$ cat config.mk
export PLATFORM = sky130hd
export DESIGN_NAME = sliding_window_sender_fast_retx_core
export DESIGN_NICKNAME = d
export VERILOG_FILES = /design/src/rtl/core/sws_pkg.sv /design/src/rtl/core/sws_slot_ring.sv /design/src/rtl/core/sws_engine.sv /design/src/rtl/core/sws_result_buf.sv /design/src/rtl/core/sliding_window_sender_fast_retx_core.sv
export SDC_FILE = /design/constraint.sdc
export NUM_CORES = 1
export LEC_CHECK = 0
export BUFFER_PORTS_ARGS = -buffer_cell sky130_fd_sc_hd__buf_2
export CAP_MARGIN = 0
export CELL_PAD_IN_SITES_DETAIL_PLACEMENT = 1
export CELL_PAD_IN_SITES_GLOBAL_PLACEMENT = 2
export CORE_MARGIN = 2
export CORE_UTILIZATION = 53
export CTS_BUF_LIST = sky130_fd_sc_hd__clkbuf_8
export DETAILED_ROUTE_END_ITERATION = 8
export PLACE_DENSITY = 0.89
export RECOVER_POWER = 100
export SETUP_SLACK_MARGIN = 0.02
export SLEW_MARGIN = 20
export SYNTH_ARGS = -nofsm -noshare
export SYNTH_HDL_FRONTEND = slang
export SYNTH_SLANG_ARGS = --single-unit
$ cat constraint.sdc
create_clock -name clk -period 17.7 [get_ports clk]
set_input_delay 1.77 -clock clk [delete_from_list [all_inputs] [get_ports clk]]
set_output_delay 1.77 -clock clk [all_outputs]
set_load 0.02 [all_outputs]
$ cat src/rtl/core/sws_pkg.sv
// Package for the sliding-window sender with fast retransmit.
// Holds the item and action codes, the result types and the sizing constants.
// No dependencies; every module of the block imports it.
package sws_pkg;

  // Sequence space and ring sizing (powers of two, so sequence arithmetic wraps).
  localparam int SeqSpace       = 8;
  localparam int SeqW           = $clog2(SeqSpace);
  localparam int WindowSlots    = 8;
  localparam int SlotW          = $clog2(WindowSlots);
  localparam int Capacity       = (WindowSlots < SeqSpace) ? WindowSlots : (SeqSpace - 1);
  localparam int HeldW          = 4;
  localparam int PayloadW       = 64;
  localparam int PayloadBitsDef = 64;
  localparam int MaxResults     = 3;
  localparam int CountW         = 2;
  localparam int WinSizeW       = 3;
  localparam logic [WinSizeW-1:0] WindowSizeRst = WinSizeW'(4);
  localparam logic [HeldW-1:0]    CapacityVal   = HeldW'(Capacity);
  localparam int DupRetx        = 3;

  // Kind of input item.
  typedef enum logic [1:0] {
    FUNC_SEND  = 2'd0,
    FUNC_ACK   = 2'd1,
    FUNC_TIMER = 2'd2,
    FUNC_NONE  = 2'd3
  } func_e_t;

  // Action reported by one result.
  typedef enum logic [2:0] {
    ACT_TX     = 3'd0,
    ACT_RETX   = 3'd1,
    ACT_START  = 3'd2,
    ACT_STOP   = 3'd3,
    ACT_REFUSE = 3'd4
  } action_t;

  // One result transaction.
  typedef struct packed {
    action_t             action;
    logic [SeqW-1:0]     seq;
    logic [PayloadW-1:0] payload;
    logic                full;
    logic [HeldW-1:0]    held;
    logic                last;
  } result_t;

  // All results caused by one input item.
  typedef struct packed {
    logic [CountW-1:0]             count;
    result_t [MaxResults-1:0]      res;
  } bundle_t;

endpackage

$ cat src/rtl/core/sws_slot_ring.sv
// Generic RAM with one write port and one registered read port.
// Holds the payloads of the held packets, one slot per sequence number modulo the depth.
// Depends on sws_pkg for its default sizes.
module sws_slot_ring
  import sws_pkg::*;
#(
  parameter int WIDTH = PayloadW,
  parameter int DEPTH = WindowSlots
) (
  input  logic                     clk,
  input  logic                     wr_en,
  input  logic [$clog2(DEPTH)-1:0] wr_slot,
  input  logic [WIDTH-1:0]         wr_data,
  input  logic [$clog2(DEPTH)-1:0] rd_slot,
  output logic [WIDTH-1:0]         rd_data
);

  logic [WIDTH-1:0] slot_r [DEPTH];
  logic [WIDTH-1:0] rd_data_r;

  // A slot is only read while it holds an unacknowledged packet, so no reset is needed.
  always_ff @(posedge clk) begin
    if (wr_en) begin
      slot_r[wr_slot] <= wr_data;
    end
  end

  // Registered read; a write to the slot being read passes straight through.
  always_ff @(posedge clk) begin
    if (wr_en && (wr_slot == rd_slot)) begin
      rd_data_r <= wr_data;
    end else begin
      rd_data_r <= slot_r[rd_slot];
    end
  end

  assign rd_data = rd_data_r;

endmodule

$ cat src/rtl/core/sws_engine.sv
// Input register, protocol state and per-item decision logic of the sender.
// Produces the whole group of results for one item in a single pass.
// Depends on sws_pkg; drives the payload ring sws_slot_ring.
module sws_engine
  import sws_pkg::*;
#(
  parameter int PAYLOAD_BITS = PayloadBitsDef
) (
  input  logic                    clk,
  input  logic                    rst_n,
  input  logic                    in_valid,
  output logic                    in_ready,
  input  logic [1:0]              in_func,
  input  logic [PayloadW-1:0]     in_payload_word,
  input  logic [SeqW-1:0]         in_ack_number,
  input  logic                    in_checksum_ok,
  input  logic [WinSizeW-1:0]     window_size,
  input  logic                    can_load,
  output logic                    load,
  output bundle_t                 bundle,
  output logic                    wr_en,
  output logic [SlotW-1:0]        wr_slot,
  output logic [PAYLOAD_BITS-1:0] wr_data,
  output logic [SlotW-1:0]        rd_slot,
  input  logic [PAYLOAD_BITS-1:0] rd_data
);

  // Registered input transaction.
  logic                    q_valid_r;
  logic [1:0]              q_func_r;
  logic [PAYLOAD_BITS-1:0] q_payload_r;
  logic [SeqW-1:0]         q_ack_r;
  logic                    q_ok_r;

  // Protocol state.
  logic [SeqW-1:0]   base_r, base_nxt;
  logic [SeqW-1:0]   next_r, next_nxt;
  logic              full_r, full_nxt;
  logic [HeldW-1:0]  held_r, held_nxt;
  logic [1:0]        dup_r, dup_nxt;
  logic [SeqW-1:0]   prev_ack_r, prev_ack_nxt;
  logic              prev_vld_r, prev_vld_nxt;

  logic fire;

  assign fire     = q_valid_r && can_load;
  assign in_ready = !q_valid_r || fire;
  assign load     = fire;

  // The ring read is registered, so it is addressed with the window base of the next cycle.
  assign rd_slot  = fire ? base_nxt[SlotW-1:0] : base_r[SlotW-1:0];

  // Input register: refills whenever the held item moves on.
  always_ff @(posedge clk) begin
    if (!rst_n) begin
      q_valid_r <= 1'b0;
    end else if (in_ready) begin
      q_valid_r <= in_valid;
    end
  end

  always_ff @(posedge clk) begin
    if (in_valid && in_ready) begin
      q_func_r    <= in_func;
      q_payload_r <= in_payload_word[PAYLOAD_BITS-1:0];
      q_ack_r     <= in_ack_number;
      q_ok_r      <= in_checksum_ok;
    end
  end

  // Decision logic for the item in the input register.
  always_comb begin
    logic [SeqW-1:0]  next_inc;
    logic [1:0]       dup_tmp;
    logic [HeldW-1:0] moved;
    logic [HeldW-1:0] held_left;
    logic             resend;

    base_nxt     = base_r;
    next_nxt     = next_r;
    full_nxt     = full_r;
    held_nxt     = held_r;
    dup_nxt      = dup_r;
    prev_ack_nxt = prev_ack_r;
    prev_vld_nxt = prev_vld_r;
    bundle       = '0;
    wr_en        = 1'b0;
    wr_slot      = next_r[SlotW-1:0];
    wr_data      = q_payload_r;
    next_inc     = next_r + SeqW'(1);
    dup_tmp      = '0;
    moved        = '0;
    held_left    = '0;
    resend       = 1'b0;

    unique case (func_e_t'(q_func_r))
      FUNC_SEND: begin
        if (full_r || (held_r >= CapacityVal)) begin
          bundle.count         = CountW'(1);
          bundle.res[0].action = ACT_REFUSE;
          bundle.res[0].seq    = next_r;
        end else begin
          wr_en                 = fire;
          bundle.res[0].action  = ACT_TX;
          bundle.res[0].seq     = next_r;
          bundle.res[0].payload = PayloadW'(q_payload_r);
          bundle.count          = CountW'(1);
          if (base_r == next_r) begin
            bundle.res[1].action = ACT_START;
            bundle.res[1].seq    = next_r;
            bundle.count         = CountW'(2);
          end
          next_nxt = next_inc;
          held_nxt = held_r + HeldW'(1);
          if ((SeqW'(next_inc - base_r) == SeqW'(window_size)) ||
              (held_nxt >= CapacityVal)) begin
            full_nxt = 1'b1;
          end
        end
      end
      FUNC_ACK: begin
        // Duplicate tracking runs whatever the checksum says.
        if (prev_vld_r && (q_ack_r == prev_ack_r)) begin
          dup_tmp = dup_r + 2'd1;
        end else begin
          prev_ack_nxt = q_ack_r;
          prev_vld_nxt = 1'b1;
          dup_tmp      = 2'd0;
        end
        if (dup_tmp == 2'(DupRetx)) begin
          dup_nxt = 2'd0;
          resend  = 1'b1;
        end else begin
          dup_nxt = dup_tmp;
          moved   = HeldW'(SeqW'(q_ack_r - base_r)) + HeldW'(1);
          if ((held_r != '0) && q_ok_r && (moved <= held_r)) begin
            held_left            = held_r - moved;
            base_nxt             = q_ack_r + SeqW'(1);
            full_nxt             = 1'b0;
            held_nxt             = held_left;
            bundle.res[0].action = ACT_STOP;
            bundle.res[0].seq    = base_r;
            bundle.count         = CountW'(1);
            if (held_left != '0) begin
              bundle.res[1].action = ACT_START;
              bundle.res[1].seq    = base_nxt;
              bundle.count         = CountW'(2);
            end
          end
        end
      end
      FUNC_TIMER: begin
        resend = 1'b1;
      end
      FUNC_NONE: begin
        bundle.count = '0;
      end
      default: begin
        bundle.count = '0;
      end
    endcase

    // Timeout and fast retransmit: restart the timer and resend the oldest packet.
    if (resend && (held_r != '0)) begin
      bundle.res[0].action  = ACT_STOP;
      bundle.res[0].seq     = base_r;
      bundle.res[1].action  = ACT_START;
      bundle.res[1].seq     = base_r;
      bundle.res[2].action  = ACT_RETX;
      bundle.res[2].seq     = base_r;
      bundle.res[2].payload = PayloadW'(rd_data);
      bundle.count          = CountW'(3);
    end

    // Every result carries the state after the item; the final one is flagged.
    for (int k = 0; k < MaxResults; k++) begin
      bundle.res[k].full = full_nxt;
      bundle.res[k].held = held_nxt;
      bundle.res[k].last = (bundle.count == CountW'(k + 1));
    end
  end

  // State update on each processed item.
  always_ff @(posedge clk) begin
    if (!rst_n) begin
      base_r     <= '0;
      next_r     <= '0;
      full_r     <= 1'b0;
      held_r     <= '0;
      dup_r      <= '0;
      prev_ack_r <= '0;
      prev_vld_r <= 1'b0;
    end else if (fire) begin
      base_r     <= base_nxt;
      next_r     <= next_nxt;
      full_r     <= full_nxt;
      held_r     <= held_nxt;
      dup_r      <= dup_nxt;
      prev_ack_r <= prev_ack_nxt;
      prev_vld_r <= prev_vld_nxt;
    end
  end

  // The held count never exceeds the ring capacity.
  a_held_cap: assert property (@(posedge clk) disable iff (!rst_n)
    held_r <= CapacityVal)
    else $error("held count above capacity");

  // Below capacity, the next sequence number sits exactly held_count past the window base.
  a_held_span: assert property (@(posedge clk) disable iff (!rst_n)
    (held_r == CapacityVal) || (HeldW'(SeqW'(next_r - base_r)) == held_r))
    else $error("window base and next sequence disagree with held count");

  // State only moves when an item is processed.
  a_state_hold: assert property (@(posedge clk) disable iff (!rst_n)
    !fire |=> $stable(held_r) && $stable(base_r) && $stable(next_r))
    else $error("state changed without a processed item");

endmodule

$ cat src/rtl/core/sws_result_buf.sv
// Result register: hands one item's results out one a cycle while out_ready is high.
// Takes a new group in the cycle its last result is taken, so items flow back to back.
// Depends on sws_pkg.
module sws_result_buf
  import sws_pkg::*;
(
  input  logic              clk,
  input  logic              rst_n,
  input  logic              load,
  input  bundle_t           bundle,
  output logic              can_load,
  output logic              out_valid,
  input  logic              out_ready,
  output result_t           out_res
);

  logic                         have_r, have_nxt;
  logic [CountW-1:0]            cnt_r, cnt_nxt;
  logic [CountW-1:0]            idx_r, idx_nxt;
  result_t [MaxResults-1:0]     res_r;

  logic pop;
  logic last_pop;

  assign out_valid = have_r;
  assign out_res   = res_r[idx_r];
  assign pop       = have_r && out_ready;
  assign last_pop  = pop && (idx_r == (cnt_r - CountW'(1)));
  assign can_load  = !have_r || last_pop;

  // Next position in the result group.
  always_comb begin
    have_nxt = have_r;
    cnt_nxt  = cnt_r;
    idx_nxt  = idx_r;
    priority if (load) begin
      have_nxt = (bundle.count != '0);
      cnt_nxt  = bundle.count;
      idx_nxt  = '0;
    end else if (last_pop) begin
      have_nxt = 1'b0;
    end else if (pop) begin
      idx_nxt = idx_r + CountW'(1);
    end
  end

  always_ff @(posedge clk) begin
    if (!rst_n) begin
      have_r <= 1'b0;
      cnt_r  <= '0;
      idx_r  <= '0;
    end else begin
      have_r <= have_nxt;
      cnt_r  <= cnt_nxt;
      idx_r  <= idx_nxt;
    end
  end

  always_ff @(posedge clk) begin
    if (load) begin
      res_r <= bundle.res;
    end
  end

  // A held group is never empty and the index stays inside it.
  a_idx_range: assert property (@(posedge clk) disable iff (!rst_n)
    have_r |-> (cnt_r != '0) && (idx_r < cnt_r))
    else $error("result index outside the held group");

  // Taking a result that is not the last one steps to the next.
  a_idx_step: assert property (@(posedge clk) disable iff (!rst_n)
    pop && !last_pop |=> have_r && (idx_r == $past(idx_r) + CountW'(1)))
    else $error("result index did not advance");

  // Only the final result of a group is flagged last.
  a_last_flag: assert property (@(posedge clk) disable iff (!rst_n)
    have_r |-> (out_res.last == (idx_r == (cnt_r - CountW'(1)))))
    else $error("last flag out of place");

endmodule

$ cat src/rtl/core/sliding_window_sender_fast_retx_core.sv
// Top level of the sliding-window sender with cumulative ACKs and fast retransmit.
// Depends on sws_pkg, sws_slot_ring, sws_engine and sws_result_buf.
//
//   Channel | Handshake             | Contents
//   in_     | in_valid / in_ready   | func, payload_word, ack_number, checksum_ok
//   out_    | out_valid / out_ready | action, seq_number, packet_payload, window_full,
//           |                       | packets_held, last
//   cfg_    | cfg_valid / cfg_ready | window_size (always ready)
//
// An item is taken into the input register and decided there once the result register
// can load. Its results, one to three or none, are then registered and handed out one
// per cycle while out_ready is high. The result register sets this pace.
// Reset (rst_n low, synchronous) empties the window and sets window_size to 4.
// While the final result waits on out_ready, one more item is taken and held.
module sliding_window_sender_fast_retx_core
  import sws_pkg::*;
#(
  parameter int PAYLOAD_BITS = PayloadBitsDef
) (
  input  logic                clk,
  input  logic                rst_n,
  input  logic                in_valid,
  output logic                in_ready,
  input  logic [1:0]          in_func,
  input  logic [PayloadW-1:0] in_payload_word,
  input  logic [SeqW-1:0]     in_ack_number,
  input  logic                in_checksum_ok,
  output logic                out_valid,
  input  logic                out_ready,
  output logic [2:0]          out_action,
  output logic [SeqW-1:0]     out_seq_number,
  output logic [PayloadW-1:0] out_packet_payload,
  output logic                out_window_full,
  output logic [HeldW-1:0]    out_packets_held,
  output logic                out_last,
  input  logic                cfg_valid,
  output logic                cfg_ready,
  input  logic [WinSizeW-1:0] cfg_window_size
);

  logic [WinSizeW-1:0]     window_size_r;
  logic                    can_load;
  logic                    load;
  bundle_t                 bundle;
  logic                    wr_en;
  logic [SlotW-1:0]        wr_slot;
  logic [PAYLOAD_BITS-1:0] wr_data;
  logic [SlotW-1:0]        rd_slot;
  logic [PAYLOAD_BITS-1:0] rd_data;
  result_t                 out_res;

  // Window size register; writes are taken at any time.
  assign cfg_ready = 1'b1;

  always_ff @(posedge clk) begin
    if (!rst_n) begin
      window_size_r <= WindowSizeRst;
    end else if (cfg_valid && cfg_ready) begin
      window_size_r <= cfg_window_size;
    end
  end

  sws_slot_ring #(
    .WIDTH (PAYLOAD_BITS),
    .DEPTH (WindowSlots)
  ) u_ring (
    .clk     (clk),
    .wr_en   (wr_en),
    .wr_slot (wr_slot),
    .wr_data (wr_data),
    .rd_slot (rd_slot),
    .rd_data (rd_data)
  );

  sws_engine #(
    .PAYLOAD_BITS(PAYLOAD_BITS)
  ) u_engine (
    .clk             (clk),
    .rst_n           (rst_n),
    .in_valid        (in_valid),
    .in_ready        (in_ready),
    .in_func         (in_func),
    .in_payload_word (in_payload_word),
    .in_ack_number   (in_ack_number),
    .in_checksum_ok  (in_checksum_ok),
    .window_size     (window_size_r),
    .can_load        (can_load),
    .load            (load),
    .bundle          (bundle),
    .wr_en           (wr_en),
    .wr_slot         (wr_slot),
    .wr_data         (wr_data),
    .rd_slot         (rd_slot),
    .rd_data         (rd_data)
  );

  sws_result_buf u_result_buf (
    .clk       (clk),
    .rst_n     (rst_n),
    .load      (load),
    .bundle    (bundle),
    .can_load  (can_load),
    .out_valid (out_valid),
    .out_ready (out_ready),
    .out_res   (out_res)
  );

  // Unpack the current result onto the output ports.
  assign out_action         = out_res.action;
  assign out_seq_number     = out_res.seq;
  assign out_packet_payload = out_res.payload;
  assign out_window_full    = out_res.full;
  assign out_packets_held   = out_res.held;
  assign out_last           = out_res.last;

endmodule
==> impl_metrics.env, run 1 <==
export IMPL_outcome="complete, but fails checks"
export IMPL_violations="capacitance limit, slew limit"
export IMPL_post_synth_mux_area_share_pct=14.7
export IMPL_timing_worst_slew_pin_value_ns=4.95
export IMPL_switchingPower_mw=0.788
export IMPL_number_of_hold_buffers_added_after_cts=0
export IMPL_timing_max_slew_rel_slack_pct=-230
export IMPL_post_cts_resized=0
export IMPL_synth_edff_count=731
export IMPL_die_y_um=241
export IMPL_antenna_found_initial=3
export IMPL_initialDrtViolationCount=1269
export IMPL_finalMaxSlewViolations=1095
export IMPL_finalClockSkew_ns=0.0455
export IMPL_drv_max_cap_violation_count=19
export IMPL_vias_in_the_first_global_route=16900
export IMPL_post_route_cells_drive_above_1_share_pct=19.4
export IMPL_worstReg2RegStart="u_engine.held_r[1]"
export IMPL_viasPerCell=5.91
export IMPL_instance_count_along_the_most_critical_hold_path=2
export IMPL_async_reset_ff_share_pct=0
export IMPL_cts_path_max_buffers=3
export IMPL_gp_congestion=0.815
export IMPL_finalWirelength_um=68500
export IMPL_n_fill_cell=4941
export IMPL_power_density_nw_per_um2=106
export IMPL_critPathLaunch="u_engine.held_r[1]"
export IMPL_final_min_period_over_clock_period_pct=52.8
export IMPL_first_pass_grt_wire_length_um=103000
export IMPL_die_x_um=241
export IMPL_post_cts_setup_buffers=0
export IMPL_critical_path_max_fanout=68
export IMPL_largest_family_of_logic_cells_by_synthesized_area="multiplexers"
export IMPL_grt_setup_unrepaired="false"
export IMPL_final_setup_tns_ns=0
export IMPL_drt_drc_violations_left=0
export IMPL_initial_core_util_pct=53.8
export IMPL_place_ws_ns=12.93
export IMPL_fp_row_count=86
export IMPL_period_minus_slack_ns=9.34
export IMPL_post_synth_xor_area_fraction_pct=0.661
export IMPL_synth_warn=0
export IMPL_ff2ff_setup_slack_ns=8.36
export IMPL_summed_instance_area_of_the_synthesized_netlist_um2=29700
export IMPL_core_area_um2=55300
export IMPL_ys_ff_latch=760
export IMPL_hold_start="u_engine.prev_vld_r"
export IMPL_clk_root_buffer_cell="clkbuf_8"
export IMPL_final_critical_path_setup_slack_ns=8.36
export IMPL_dp_hpwl_um=36600
export IMPL_rr_worst_depth=7
export IMPL_synthDistinctLibCells=62
export IMPL_critical_path_endpoint_type="flip-flop"
export IMPL_vias=15400
export IMPL_sequentialPowerShare_pct=57.9
export IMPL_post_synth_and_or_nand_nor_area_fraction_pct=4.83
export IMPL_final_design_area_no_fill_um2=33300
export IMPL_grt_util_all_layers_pct=24.2
export IMPL_clk_transition_reported_paths_ns=0.06
export IMPL_detail_route_first_pass_iterations=5
export IMPL_hold_viol=0
export IMPL_synth_compound_gate_area_share_pct=1.65
export IMPL_synth_adder_area_share_pct=0.833
export IMPL_ys_seq_area_share_pct=75.8
export IMPL_final_antenna_net_count=0
export IMPL_power_leakage_nw=10.8
export IMPL_worst_setup_path_start_kind="flip-flop"
export IMPL_post_synth_cell_area_avg_um2=19.1
export IMPL_clock_tree_from_tritoncts="yes"
export IMPL_clock_sink_count=760
export IMPL_ir_drop_uv=64.4
export IMPL_post_route_insts_no_fill=2606
export IMPL_swShare_pct=22.3
export IMPL_clock_latency_ns=0.73
export IMPL_postSynthCellCount=1553
export IMPL_multiInputGateArea_um2=6770
export IMPL_seq_area_um2=22500
export IMPL_r2r_end="u_ring.slot_r[1][31]"
export IMPL_power_frac_clock_pct=39.0
export IMPL_mapped_nets=1649
export IMPL_port_buffers=155
export IMPL_die_area_um2=58000
export IMPL_setup_worst_path_class="flip-flop to flip-flop"
export IMPL_p_int_mw=2.74
export IMPL_area_growth_pct=12.0
export IMPL_placed_cell_area_um2=31300
export IMPL_worst_endpoint_required_time_ns=17.87
export IMPL_routedWlPerCell_um=26.3
export IMPL_combPwrFrac_pct=3.1
export IMPL_max_freq_ghz=0.107
export IMPL_globalRoute_totalOverflow=0
export IMPL_cp_data_arrival_time_ns=9.51
export IMPL_cts_inserted_buffers=116
export IMPL_finish_net_count=1854
export IMPL_holdPathEnd="u_engine.prev_vld_r"
export IMPL_io_pin_count=157
export IMPL_synth_top_flop_cell="edfxtp_1"
export IMPL_placed_cells=2384
export IMPL_grt_max_degree=80
export IMPL_setup_violations_final=0
export IMPL_hp_class="flip-flop to flip-flop"
export IMPL_h_tree_depth=3
export IMPL_final_standard_cell_utilization_of_the_core_pct=60.2
## critical path, cell delays in order (launching register included)
cell	delay, ns
dfxtp_1	0.39
ha_1	0.30
a211oi_4	0.25
clkbuf_1	2.71
and2_0	0.66
o211ai_1	0.38
nor4b_1	0.50
clkbuf_1	3.48
## placed cells by master (no fill, tap or decap), types with 22 or more instances in the layout
cell type	Yosys	layout
and3_1	65	65
dfxtp_1	29	26
mux4_2	128	128
edfxtp_1	731	731
buf_2	27	68
nor2_1	149	148
nand2_1	22	22
inv_1	22	46
clkinv_1	0	46
clkbuf_1	56	103
mux2i_1	144	145
clkbuf_8	0	117
## worst max path at each step
| stage | slack (ns) | to | cells past startpoint |
|---|---|---|---|
| after floorplan | 8.04 | u_ring.slot_r[2][0] | 4 |
| after global placement | 13.03 | u_ring.slot_r[6][34] | 8 |
| after detailed placement | 12.93 | u_ring.slot_r[5][35] | 8 |
| after CTS | 12.69 | out_packet_payload[0] | 4 |
| after global routing | 8.00 | u_ring.slot_r[1][21] | 7 |
| final | 8.36 | u_ring.slot_r[1][31] | 7 |
## per-layer routing
layer / routed length, µm / GRT usage, %
met5: 13 / 0
met4: 1740 / 10.0
met3: 3320 / 4.30
met2: 35300 / 40.6
met1: 28200 / 31.7
## area by class of cell
| class | instances | share of cell area, % |
|---|---|---|
| diodes | 1 | 0.00751 |
| well taps | 748 | 2.81 |
| repair buffers | 176 | 2.36 |
| multi-input cells | 681 | 20.3 |
| clock inverters | 100 | 1.70 |
| flip-flops and latches | 760 | 67.7 |
| clock buffers | 117 | 4.84 |
| inverters | 23 | 0.263 |
## state kept, by name, summed over array words and instances (netlist names), named ones only
name / count
u_result_buf.idx_r: 2
u_ring.slot_r: 512
u_engine.prev_ack_r: 3
u_engine.q_ack_r: 3
u_engine.dup_r: 2
window_size_r: 3
u_engine.wr_slot: 3
u_engine.q_func_r: 2
u_engine.q_ok_r: 1
u_result_buf.out_valid: 1
u_engine.full_r: 1
u_result_buf.cnt_r: 2
u_result_buf.res_r: 149
u_engine.wr_data: 64
u_engine.base_r: 3
u_engine.held_r: 4
u_engine.prev_vld_r: 1
u_engine.q_valid_r: 1
## power groups by stage
| stage | Clock (mW) | Sequential [mW] | Combinational (mW) |
|---|---|---|---|
| 6_report | 1.37 | 2.04 | 0.109 |
| 2_1_floorplan | 0 | 2.06 | 0.0693 |
| 3_3_place_gp | 0 | 2.07 | 0.106 |
| 3_5_place_dp | 0 | 2.08 | 0.110 |
| 5_1_grt | 1.47 | 2.05 | 0.118 |
| 4_1_cts | 1.40 | 2.04 | 0.112 |
## Yosys cell counts, drive strengths merged, types with 4 or more instances
cell type,instances,area share (%)
a21oi,13,0.22
a221oi,4,0.12
a31oi,5,0.11
and2,10,0.21
and3,65,1.4
buf,33,0.54
clkbuf,56,0.71
dfxtp,29,2.0
edfxtp,731,74
ha,15,0.63
inv,23,0.29
mux2i,145,4.9
mux4,128,9.7
nand2,22,0.28
nand3,11,0.19
nand4,9,0.19
nor2,149,1.9
nor2b,4,0.084
nor3,10,0.17
o21ai,13,0.22
xnor2,9,0.29
xor2,10,0.29
## cells by family after synthesis
family | count (synthesis)
DFF | 760
and+or+nand+nor | 298
muxes | 276
buffers and inverters | 112
AOI/OAI and AO/OA | 68
xor gates and xnor gates | 20
adders and majority gates | 18
other | 1
## metrics by stage
step / total power [mW] / hold slack (ns)
after floorplan: 2.13 / 0.434
after global routing: 3.63 / 0.487
after detailed placement: 2.19 / 0.463
after CTS: 3.55 / 0.470
final: 3.53 / 0.467
after global placement: 2.18 / 0.449
No activity file was read; power rests on OpenSTA's default activity.
==> inputs of run 2 (changes only) <==
Settings changed: ABC_AREA from default to 1, CORE_UTILIZATION 53 to 44, PLACE_DENSITY 0.89 to 0.82.
Clock period 17.7 ns to 9.28 ns, I/O delays scaled along.
==> run 2 against run 1 <==
Net effect: the run still ends with capacitance limit, slew limit left; worst setup slack worse by 5.6 ns; clock skew is 0.014 ns lower; critical path type unchanged; first-iteration DRC count rose by 13%; combinational power rose to 2.5 times the previous value; critical endpoint is now u_ring.slot_r[7][24]; largest power group unchanged; non-clock buffer count grew 4; flip-flop and latch count unchanged.
==> impl_metrics.env, run 2 <==
export IMPL_viasPerCell=5.46
export IMPL_die_y_um=266
export IMPL_synth_area_leaders="edfxtp_1 (72%), nor2_1 (6.1%), nand2_1 (4.7%)"
export IMPL_initial_core_util_pct=44.3
export IMPL_initialDrtViolationCount=1432
export IMPL_finish_net_count=2684
export IMPL_dp_hpwl_um=42600
export IMPL_critical_path_max_fanout=73
export IMPL_post_synth_cell_area_avg_um2=12.5
export IMPL_violations="capacitance limit, slew limit"
export IMPL_post_route_insts_no_fill=3564
export IMPL_n_fill_cell=7043
export IMPL_post_synthesis_cell_type_with_the_largest_combined_area="edfxtp_1"
export IMPL_timing_max_slew_rel_slack_pct=-230
export IMPL_ys_ff_latch=760
export IMPL_power_density_nw_per_um2=205
export IMPL_post_route_cells_drive_above_1_share_pct=9.85
export IMPL_cts_inserted_buffers=131
export IMPL_fp_row_count=96
export IMPL_grt_max_degree=150
export IMPL_io_pin_count=157
export IMPL_clock_latency_ns=0.77
export IMPL_largest_register_ff_count=512
export IMPL_commonest_non_fill_non_tap_cells_in_the_layout="edfxtp_1 (731), nor2_1 (489), nand2_1 (378)"
export IMPL_routedWlPerCell_um=21.8
export IMPL_setup_worst_path_class="flip-flop to flip-flop"
export IMPL_power_leakage_nw=12.3
export IMPL_vias=19400
export IMPL_clk_root_buffer_cell="clkbuf_8"
export IMPL_final_common_cell="edfxtp_1"
export IMPL_summed_instance_area_of_the_synthesized_netlist_um2=30300
export IMPL_async_reset_ff_share_pct=0
export IMPL_gp_congestion=0.797
export IMPL_final_min_period_over_clock_period_pct=70.0
export IMPL_drt_drc_violations_left=0
export IMPL_timing_worst_slew_pin_value_ns=4.95
export IMPL_period_minus_slack_ns=6.50
export IMPL_die_x_um=266
export IMPL_placed_cells=3335
export IMPL_postSynthCellCount=2416
export IMPL_yosysMostFrequentCell="edfxtp_1"
export IMPL_grt_setup_unrepaired="false"
export IMPL_mapped_nets=2512
export IMPL_cts_path_max_buffers=3
export IMPL_synth_edff_count=731
export IMPL_synth_top_area_share_pct=72.5
export IMPL_ir_drop_uv=105
export IMPL_synth_warn=0
export IMPL_final_antenna_net_count=0
export IMPL_hp_class="input port to flip-flop"
export IMPL_outcome="complete, but fails checks"
export IMPL_post_cts_setup_buffers=0
export IMPL_synthTopCellsByCount="edfxtp_1 (731), nor2_1 (491), nand2_1 (377), o21ai_0 (149), o32ai_1 (128)"
export IMPL_vias_in_the_first_global_route=20600
export IMPL_detail_route_first_pass_iterations=5
export IMPL_max_freq_ghz=0.154
export IMPL_worst_endpoint_required_time_ns=9.32
export IMPL_first_pass_grt_wire_length_um=118000
export IMPL_die_area_um2=70900
export IMPL_area_growth_pct=12.1
export IMPL_final_setup_tns_ns=0
export IMPL_drv_max_cap_violation_count=7
export IMPL_cp_data_arrival_time_ns=6.54
export IMPL_finalMaxSlewViolations=499
export IMPL_clk_transition_reported_paths_ns=0.06
export IMPL_post_cts_resized=0
export IMPL_globalRoute_totalOverflow=0
export IMPL_number_of_hold_buffers_added_after_cts=0
export IMPL_grt_util_all_layers_pct=21.9
export IMPL_critical_path_endpoint_type="flip-flop"
export IMPL_synth_top_flop_cell="edfxtp_1"
export IMPL_hold_viol=0
export IMPL_top_register="u_ring.slot_r"
export IMPL_setup_violations_final=0
export IMPL_synthDistinctLibCells=33
export IMPL_port_buffers=155
export IMPL_ys_seq_area_share_pct=74.4
export IMPL_finalClockSkew_ns=0.0319
export IMPL_h_tree_depth=4
export IMPL_antenna_found_initial=1
export IMPL_finalWirelength_um=77800
export IMPL_clock_sink_count=760
export IMPL_clock_tree_from_tritoncts="yes"
export IMPL_worst_setup_path_start_kind="flip-flop"
export IMPL_core_area_um2=68300
run 2: routing by layer:
layer	share of wire [%]	up-vias	GRT usage (%)
li1	-	8928	-
met3	4.1	134	4.29
met1	43	9953	27.8
met4	2.6	0	7.83
met2	50	428	37.5
met5	0	-	0
run 2: area by class of cell:
cell class,count,area (µm²),area share (%)
Antenna cell,1,2.50,0.00737
Clock buffer,138,1900,5.59
Clock inverter,88,413,1.22
Inverter,127,488,1.44
Multi-Input combinational cell,1388,6620,19.5
Sequential cell,760,22500,66.4
Tap cell,882,1100,3.25
Timing Repair Buffer,180,890,2.62
run 2: worst paths after layout:
kind	slack, ns	endpoint	startpoint	cells past startpoint
setup / recovery	2.78	u_ring.slot_r[7][24]	u_result_buf.idx_r[0]	10
setup reg to reg	2.78	u_ring.slot_r[7][24]	u_result_buf.idx_r[0]	10
hold / removal	0.33	u_engine.wr_data[60]	in_payload_word[60]	1
hold reg to reg	0.47	u_engine.prev_vld_r	u_engine.prev_vld_r	1
run 2: report_power, final:
part	switching, mW	internal (mW)	total [mW]
combinational	0.200	0.0742	0.275
sequential	0.0732	3.87	3.94
clock	1.33	1.40	2.73
total	1.61	5.34	6.95
run 2: metrics by stage:
step / worst slack [ns] / util (%) / hold WS (ns) / instance area [µm²] / power (mW)
final: 2.78 / 49.7 / 0.326 / 34000 / 6.95
after global routing: 2.40 / 49.7 / 0.282 / 34000 / 7.20
after CTS: 4.80 / 49.9 / 0.258 / 34100 / 7.03
after detailed placement: 5.17 / 46.5 / 0.461 / 31800 / 4.30
after global placement: 5.26 / 46.5 / 0.452 / 31800 / 4.29
after floorplan: 2.88 / - / 0.441 / 30300 / 4.16
run 2: kinds of logic (layout without fill, tap and decap cells):
family | Yosys count | count (layout) | share of synthesized area (%)
and+or+nand+nor | 993 | 993 | 13.0
DFF | 760 | 760 | 74.4
AOI/OAI and AO/OA | 362 | 362 | 7.63
buffers and inverters | 268 | 533 | 3.73
adders and majority gates | 18 | 18 | 0.818
xor gates and xnor gates | 14 | 14 | 0.405
other | 1 | 2 | 0.0124
run 2: worst max-delay path, stage by stage, from the launching register on:
cell        delay (ns)
dfxtp_1           0.38
clkinvlp_2        0.09
clkbuf_1          3.01
nor2_1            0.05
nand2_1           0.19
nand3_1           0.20
nand4_1           0.28
inv_1             0.10
nand2_1           0.25
nor2_4            0.04
clkbuf_2          1.14
==> inputs of run 3 (changes only) <==
Settings changed: CORE_UTILIZATION 44 to 40, PLACE_DENSITY 0.82 to 0.79.
Clock period 9.28 ns to 5.4 ns, I/O delays scaled along.
==> run 3 against run 2 <==
Net effect: worst setup slack worse by 1.7 ns; largest cell class unchanged; combinational power is 84% higher; sequential power up 72%; final cell count up 4.6%; final area rose by 2.8%; wire length decreased by 1.8%; utilization decreased by 3.0 points; global-route usage shrank 2.2 points; register-to-register slack got worse by 1.7 ns; the run still ends with capacitance limit, slew limit left; flip-flop and latch count unchanged.
==> impl_metrics.env, run 3 (synthesized netlist as in run 2, its figures left out) <==
export IMPL_final_standard_cell_utilization_of_the_core_pct=46.7
export IMPL_final_critical_path_setup_slack_ns=1.04
export IMPL_gp_congestion=0.771
export IMPL_grt_max_degree=257
export IMPL_worst_setup_path_start_kind="flip-flop"
export IMPL_place_ws_ns=1.36
export IMPL_final_common_cell="edfxtp_1"
export IMPL_ir_drop_uv=205
export IMPL_setup_worst_path_class="flip-flop to flip-flop"
export IMPL_drt_drc_violations_left=0
export IMPL_detail_route_first_pass_iterations=5
export IMPL_finalWirelength_um=76400
export IMPL_clk_transition_reported_paths_ns=0.06
export IMPL_antenna_found_initial=1
export IMPL_hold_viol=0
export IMPL_vias_in_the_first_global_route=21300
export IMPL_die_y_um=279
export IMPL_initialDrtViolationCount=1260
export IMPL_critical_path_slowest_cell="nor2_2"
export IMPL_crit_path_frequent_cell="nand2_1"
export IMPL_largest_register_ff_count=512
export IMPL_fp_row_count=100
export IMPL_cp_top_family="simple AND/OR/NAND/NOR gates"
export IMPL_max_freq_ghz=0.229
export IMPL_initial_core_util_pct=40.5
export IMPL_finalClockSkew_ns=0.0420
export IMPL_globalRoute_totalOverflow=0
export IMPL_worst_endpoint_required_time_ns=5.81
export IMPL_clock_latency_ns=0.78
export IMPL_grt_util_all_layers_pct=19.8
export IMPL_area_growth_pct=15.3
export IMPL_clk_root_buffer_cell="clkbuf_8"
export IMPL_final_antenna_net_count=0
export IMPL_outcome="complete, but fails checks"
export IMPL_vias=19500
export IMPL_drv_max_cap_violation_count=3
export IMPL_die_area_um2=77900
export IMPL_clock_sink_count=760
export IMPL_commonest_non_fill_non_tap_cells_in_the_layout="edfxtp_1 (731), nor2_1 (488), nand2_1 (377)"
export IMPL_power_density_nw_per_um2=346
export IMPL_grt_setup_unrepaired="false"
export IMPL_violations="capacitance limit, slew limit"
export IMPL_power_leakage_nw=12.6
export IMPL_post_cts_resized=0
export IMPL_cts_inserted_buffers=133
export IMPL_finalMaxSlewViolations=223
export IMPL_h_tree_depth=4
export IMPL_timing_worst_slew_pin_value_ns=2.08
export IMPL_hp_class="input port to flip-flop"
export IMPL_first_pass_grt_wire_length_um=119000
export IMPL_setup_violations_final=0
export IMPL_count_of_buffer_and_inverter_cells_on_the_critical_path=3
export IMPL_cp_data_arrival_time_ns=4.77
export IMPL_viasPerCell=5.22
export IMPL_io_pin_count=157
export IMPL_timing_max_slew_rel_slack_pct=-38.8
export IMPL_dp_hpwl_um=43300
export IMPL_crit_path_cell_trace="ha_1 > nand2_1 > nand2_1 > nor2_1 > nand2_4 > inv_1 > nand4_1 > inv_1 > nand2_1 > nor2_2 > buf_12"
export IMPL_timing_critical_path_slowest_cell_delay_ns=1.00
export IMPL_finish_net_count=2763
export IMPL_core_area_um2=74700
export IMPL_top_register="u_ring.slot_r"
export IMPL_clock_tree_from_tritoncts="yes"
export IMPL_post_route_cells_drive_above_1_share_pct=10.1
export IMPL_cts_path_max_buffers=3
export IMPL_die_x_um=279
export IMPL_routedWlPerCell_um=20.5
export IMPL_period_minus_slack_ns=4.36
export IMPL_final_min_period_over_clock_period_pct=80.8
export IMPL_port_buffers=155
export IMPL_critical_path_max_fanout=66
export IMPL_critical_path_endpoint_type="flip-flop"
run 3: cell count changes in the layout (fill, tap and decap cells not counted), sizes merged:
cell	delta
inv	-9
clkbuf	+3
clkinv	+8
buf	+1
bufinv	+1
clkinvlp	-3
dlygate4sd3	+75
run 3: where the power goes:
part | leakage [nW] | switching (mW) | internal [mW] | total, mW
Combinational | 4.34 | 0.347 | 0.158 | 0.505
Sequential | 6.95 | 0.128 | 6.65 | 6.78
Clock | 1.33 | 2.31 | 2.48 | 4.79
run 3: final cells by class:
type	count	area, µm²
Sequential cell	760	22500
Multi-Input combinational cell	1388	6630
Clock inverter	85	423
Clock buffer	140	1930
Fill cell	7822	39800
Antenna cell	1	2.50
Inverter	127	492
Tap cell	969	1210
Timing Repair Buffer	257	1670
run 3: worst register-to-register path, stage by stage (launching register included):
cell and delay (ns):
dfxtp_1 0.39, ha_1 0.25, nand2_1 0.07, nand2_1 0.07, nor2_1 0.25, nand2_4 0.55
inv_1 0.30, nand4_1 0.31, inv_1 0.17, nand2_1 0.17, nor2_2 1.00, buf_12 0.42
run 3: final timing paths:
path / cells after the start / to / slack (ns) / startpoint
worst max-delay path: 11 / u_ring.slot_r[2][40] / 1.04 / u_engine.held_r[1]
worst min-delay path: 3 / window_size_r[0] / 0.09 / cfg_valid
worst max register to register: 11 / u_ring.slot_r[2][40] / 1.04 / u_engine.held_r[1]
worst min register to register: 1 / u_engine.prev_vld_r / 0.46 / u_engine.prev_vld_r
run 3: timing repair:
item                      in CTS  in global routing
buffers inserted               0                  0
hold buffers                  75                  0
hold endpoints to repair      73                  0
run 3: routing by layer:
layer	wire (µm)	part of all wire [%]	vias up	GRT usage (%)
met5	0	0	-	0
met4	1820	2.4	0	7.61
met3	2870	3.7	133	3.33
met2	38500	50	395	34.3
met1	33200	43	9848	24.7
li1	-	-	9080	-
run 3: stage by stage:
step | cell area (µm²) | setup TNS (ns) | hold slack (ns) | total power [mW] | cells
after floorplan | 30300 | -110.40 | 0.441 | 7.15 | 2416
after global placement | 32000 | 0 | 0.450 | 7.37 | 3425
after detailed placement | 32000 | 0 | 0.453 | 7.39 | 3425
after CTS | 35100 | 0 | 0.0106 | 12.3 | 3725
after global routing | 34900 | 0 | 0.0666 | 12.6 | 3727
final | 34900 | 0 | 0.0921 | 12.1 | 3727
